--- src/hdl/lstk_pkg.sv ---
// Shared types and codes for the key/value LIFO stack.
package lstk_pkg;

    localparam int KEY_W   = 16;
    localparam int VAL_W   = 32;
    localparam int CNT_O_W = 7;

    // Command codes
    typedef enum logic [1:0] {
        CMD_PUSH = 2'd0,
        CMD_POP  = 2'd1,
        CMD_FIND = 2'd2,
        CMD_NOP  = 2'd3
    } t_cmd;

    // Result status codes
    typedef enum logic [1:0] {
        ST_OK   = 2'd0,
        ST_MISS = 2'd1,
        ST_FULL = 2'd2
    } t_status;

    // One stack entry
    typedef struct packed {
        logic [KEY_W-1:0] key;
        logic [VAL_W-1:0] value;
    } t_entry;

    // Per-command control broadcast to every cell
    typedef struct packed {
        logic             push;
        logic             pop;
        logic             find;
        logic [KEY_W-1:0] key;
    } t_cell_ctrl;

endpackage

--- src/hdl/lstk_cell.sv ---
// One stack slot: holds an entry, compares its key and shifts with its neighbors.
module lstk_cell (
    input  logic                i_clk,
    input  lstk_pkg::t_cell_ctrl i_ctrl,
    input  logic                i_occupied,
    input  lstk_pkg::t_entry    i_from_above,
    input  lstk_pkg::t_entry    i_from_below,
    input  logic                i_found,
    input  lstk_pkg::t_entry    i_extract,
    output lstk_pkg::t_entry    o_entry,
    output logic                o_found,
    output lstk_pkg::t_entry    o_extract
);

    lstk_pkg::t_entry r_entry;
    logic             w_match;
    logic             w_first;
    logic             w_shift_up;

    // Key compare, only on slots that hold an entry
    assign w_match = i_occupied && (r_entry.key == i_ctrl.key);
    assign w_first = w_match && !i_found;

    // Found flag and extracted entry ripple from the top slot downward
    assign o_found   = i_found || w_match;
    assign o_extract = w_first ? r_entry : i_extract;

    // Slots at and below the first hit close the gap on a find
    assign w_shift_up = i_ctrl.pop || (i_ctrl.find && o_found);

    always_ff @(posedge i_clk) begin
        if (i_ctrl.push) begin
            r_entry <= i_from_above;
        end else if (w_shift_up) begin
            r_entry <= i_from_below;
        end
    end

    assign o_entry = r_entry;

endmodule
--- config.mk ---
export PLATFORM = sky130hd
export DESIGN_NAME = lstk_cell
export DESIGN_NICKNAME = d
export VERILOG_FILES = /design/src/hdl/lstk_pkg.sv /design/src/hdl/lstk_cell.sv
export SDC_FILE = /design/constraint.sdc
export NUM_CORES = 1
export LEC_CHECK = 0
export BUFFER_PORTS_ARGS = -buffer_cell sky130_fd_sc_hd__buf_4
export CAP_MARGIN = 20
export CORE_AREA = 2 2 103 105
export DETAILED_ROUTE_END_ITERATION = 8
export DIE_AREA = 0 0 105 107
export GPL_TIMING_DRIVEN = 0
export PLACE_DENSITY = 0.72
export REMOVE_ABC_BUFFERS = 1
export SYNTH_ARGS = -nofsm -noshare
export SYNTH_HDL_FRONTEND = slang
export SYNTH_SLANG_ARGS = --single-unit
--- constraint.sdc ---
create_clock -name i_clk -period 4.9 [get_ports i_clk]
set_input_delay 0.98 -clock i_clk [delete_from_list [all_inputs] [get_ports i_clk]]
set_output_delay 0.98 -clock i_clk [all_outputs]
set_load 0.03 [all_outputs]
==> summary.md <==
The detailed-placement wirelength estimate is 7.28 mm. The slew at the pin closest to its max-slew limit works out to 0.839 ns. Worst slack at placement: 0.454 ns. For this configuration, the core starts out at a cell density of 27.9%. The logs give 2542 for the total via count after detailed routing and 0 for the number of nets still failing antenna checks after routing. In the synthesized netlist the dominant register cell turns out to be sky130_fd_sc_hd__edfxtp_1. Across the routed clock network, the largest skew measured is 0.00632 ns.

In the routed design, unresolved DRC markers number 0. The sequential share of power was 44.8%. The design draws 1.23 mW. The count of final hold-check violations was 0. The tools report the beginning of the critical path as i_ctrl[0]. The number of buffers added on ports is 262, and the clock power share is 17.8%. The number of hold buffers added after CTS was 0. The run gives 0 as the max-slew violation total from the final report. In this run the count of I/O pins placed on the die edge is 263. The later pin in the worst-skew pair is clocked with a latency of 0.29 ns. For the leftover overflow at the end of global routing, the log shows 0. The tools report the minimum setup slack in the final design as 0.523 ns. The startpoint identified for the worst hold timing path is i_from_below[27]. The finished layout holds 579 standard cells, fillers aside. Across the run, the number of max-cap violations was 0. The die covers 0.0112 mm². The final setup violation count is 0, and the number of standard-cell rows in the floorplan is 37. Worst min-delay path category: in -> reg. In this run the mean area of a mapped cell was 15.4 µm². The worst hold path passes through 2 cells.

The internal power of the cells totals 833 µW. The leakage power is 2.26 nW, and the data arrival at the endpoint of the critical path is 3.40 ns. The worst register-to-register path has a depth of 6.

Relative to the synthesized area, the layout overhead comes to 78.1%. The worst setup path is captured at an output port. The detailed-route vias per instance came out at 4.39.

The top-area cell type share of the netlist area was 51.2%; the final instance area was 0.00501 mm². In this run the critical register-to-register path is launched from o_entry[32]$_DFFE_PP_. The clock net in this run drives a total of 48 sinks. The detail-routed net length per standard cell is 15.5 µm, and the initial DRC count is 136. The tools report the required time of the worst setup path as 3.92 ns. The most used standard cell by instance count after synthesis was sky130_fd_sc_hd__mux2_2.

TritonCTS built the clock tree. For the area after detailed placement, the log shows 0.00495 mm². Buffers added to address setup during post-CTS repair amount to 0. The placer congestion estimate is 0.719, and the clock period minus worst slack is 4.38 ns.

Of all flip-flops after synthesis, the portion carrying an async set or reset was 0%. The number of antenna cells inserted is 0, and the final period utilization is 89.3%. Setup repair after global routing left no endpoint under its margin. The die width was 105 µm; the maximum fanout along the worst path was 16. The commonest cells after synthesis are sky130_fd_sc_hd__mux2_2 (76), sky130_fd_sc_hd__edfxtp_1 (48), sky130_fd_sc_hd__mux2_1 (20), sky130_fd_sc_hd__xor2_1 (11), sky130_fd_sc_hd__xnor2_1 (5). Synthesis instantiated 18 different standard cells from the library. Of the total power, the share spent switching nets is 32.4%. The total placed cells including tap cells was 574; the relative contribution of combinational cells to total power was 37.4%.

Entering global routing, the biggest net connects 51 pins. The final layout contains 611 nets. For the routed wire length, the log shows 8.98 mm. The number of flops mapped to enable cells by yosys works out to 48. Summing the sequential cell areas from Yosys gives 51.2% of the chip area.

In this run the tightest slew margin relative to its limit is 44.0%. The number of CTS-inserted buffers came out at 5. For the H-tree level count, the log shows 2.

The run gives 884 as the filler cell count in the final layout. The final hold slack is 0.986 ns. The cell count after synthesis came out at 183.

The tree is rooted in a sky130_fd_sc_hd__clkbuf_8. Counting flops and latches in the post-synthesis netlist gives 48. The critical path is of the in -> out type. The maximum root-to-sink buffer count was 2; the power per cell area was 246 mW/mm². The vertical extent of the die was 107 µm. Initial antenna violation count: 0.

Summed over all nets, the switching power comes to 399 µW. The tools report the element type at the critical path start as a primary input. Number of detailed-routing iterations run before antenna repair: 4.

For the global-route usage over all layers, the log shows 15.0%. The number of cells upsized or downsized after cts is 0, and the maximum achievable frequency is 228 MHz. Ranked by total cell area, the synthesized netlist is headed by sky130_fd_sc_hd__edfxtp_1 (51%), sky130_fd_sc_hd__mux2_2 (30%), sky130_fd_sc_hd__mux2_1 (8.0%), sky130_fd_sc_hd__xor2_1 (3.4%), sky130_fd_sc_hd__xnor2_1 (1.6%). The worst vdd rail ir drop was 0.000130 V; the share of layout cells above drive strength 1 was 78.8%. The cell type contributing the most total cell area after synthesis was sky130_fd_sc_hd__edfxtp_1.

In this run the standard cell core region covers 0.0101 mm². The number of global-route vias before repair was 2728; the number of flip-flops in the largest register was 48. Clock-pin slew was measured on the worst setup and hold paths at 0.09 ns.

The flow ran to the end, and the final reports show no timing, DRC or antenna violations. The logs give 0.00282 mm² for the post-synth design cell area and 13.4 mm for the first-pass GRT wire length. The number of warnings issued by yosys is 0.
[power groups by stage]
stage | sequential [mW] | combinational, mW | clock [mW]
finish | 0.552 | 0.460 | 0.219
global route | 0.560 | 0.484 | 0.247
CTS | 0.553 | 0.464 | 0.229
detailed placement | 0.561 | 0.463 | 0
global placement | 0.562 | 0.454 | 0
floorplan | 0.660 | 0.123 | 0
[stage by stage]
step	TNS, ns	utilization, %
final	0	49.7
after global routing	0	49.7
after CTS	0	49.7
after detailed placement	0	49.0
after global placement	-102.85	48.4
after floorplan	0	-
[critical path, stage by stage]
cell and delay, ns:
sky130_fd_sc_hd__buf_4 0.11, sky130_fd_sc_hd__xor2_1 0.15, sky130_fd_sc_hd__nor4_1 0.34, sky130_fd_sc_hd__nand3_1 0.22, sky130_fd_sc_hd__nor4_4 0.58, sky130_fd_sc_hd__buf_6 0.25, sky130_fd_sc_hd__buf_6 0.21, sky130_fd_sc_hd__mux2_1 0.37
sky130_fd_sc_hd__buf_4 0.18
[layer usage]
layer / track usage (%) / vias to the layer above / wire, µm
li1: - / 1219 / -
met1: 16.2 / 1180 / 3210
met2: 29.2 / 138 / 5030
met3: 4.01 / 5 / 671
met4: 3.33 / 0 / 65
met5: 0 / - / 0
[area by class of cell]
| class | instances | area [µm²] | share of cell area (%) |
|---|---|---|---|
| timing repair buffer | 266 | 2020 | 40.3 |
| sequential | 48 | 1440 | 28.7 |
| multi-input combinational | 124 | 1310 | 26.2 |
| tap | 136 | 170 | 3.39 |
| clock buffer | 5 | 68.8 | 1.37 |
[kinds of logic (layout without fill, tap and decap cells)]
group | count (synthesis) | in the layout | share of synthesized area [%]
buffers and inverters | 11 | 271 | 2.53
AOI/OAI and AO/OA | 1 | 1 | 0.178
DFF | 48 | 48 | 51.2
xor gates and xnor gates | 16 | 16 | 4.98
and+or+nand+nor | 11 | 11 | 2.71
muxes | 96 | 96 | 38.4
[placed cells by master (no fill, tap or decap), drive strengths merged]
master	count
nand3	1
nand2b	1
nand2	1
or3	1
xor2	11
nand4	1
edfxtp	48
xnor2	5
mux2	96
clkbuf	5
a21oi	1
buf	266
nor4	3
nor3	3
[path summary, 6_finish.rpt]
kind	to	slack [ns]
worst min-delay path	o_entry[27]$_DFFE_PP_	0.99
worst min register to register	o_entry[40]$_DFFE_PP_	1.22
worst max-delay path	o_extract[31]	0.52
worst max register to register	o_entry[29]$_DFFE_PP_	2.08
No activity file was read; power rests on OpenSTA's default activity.
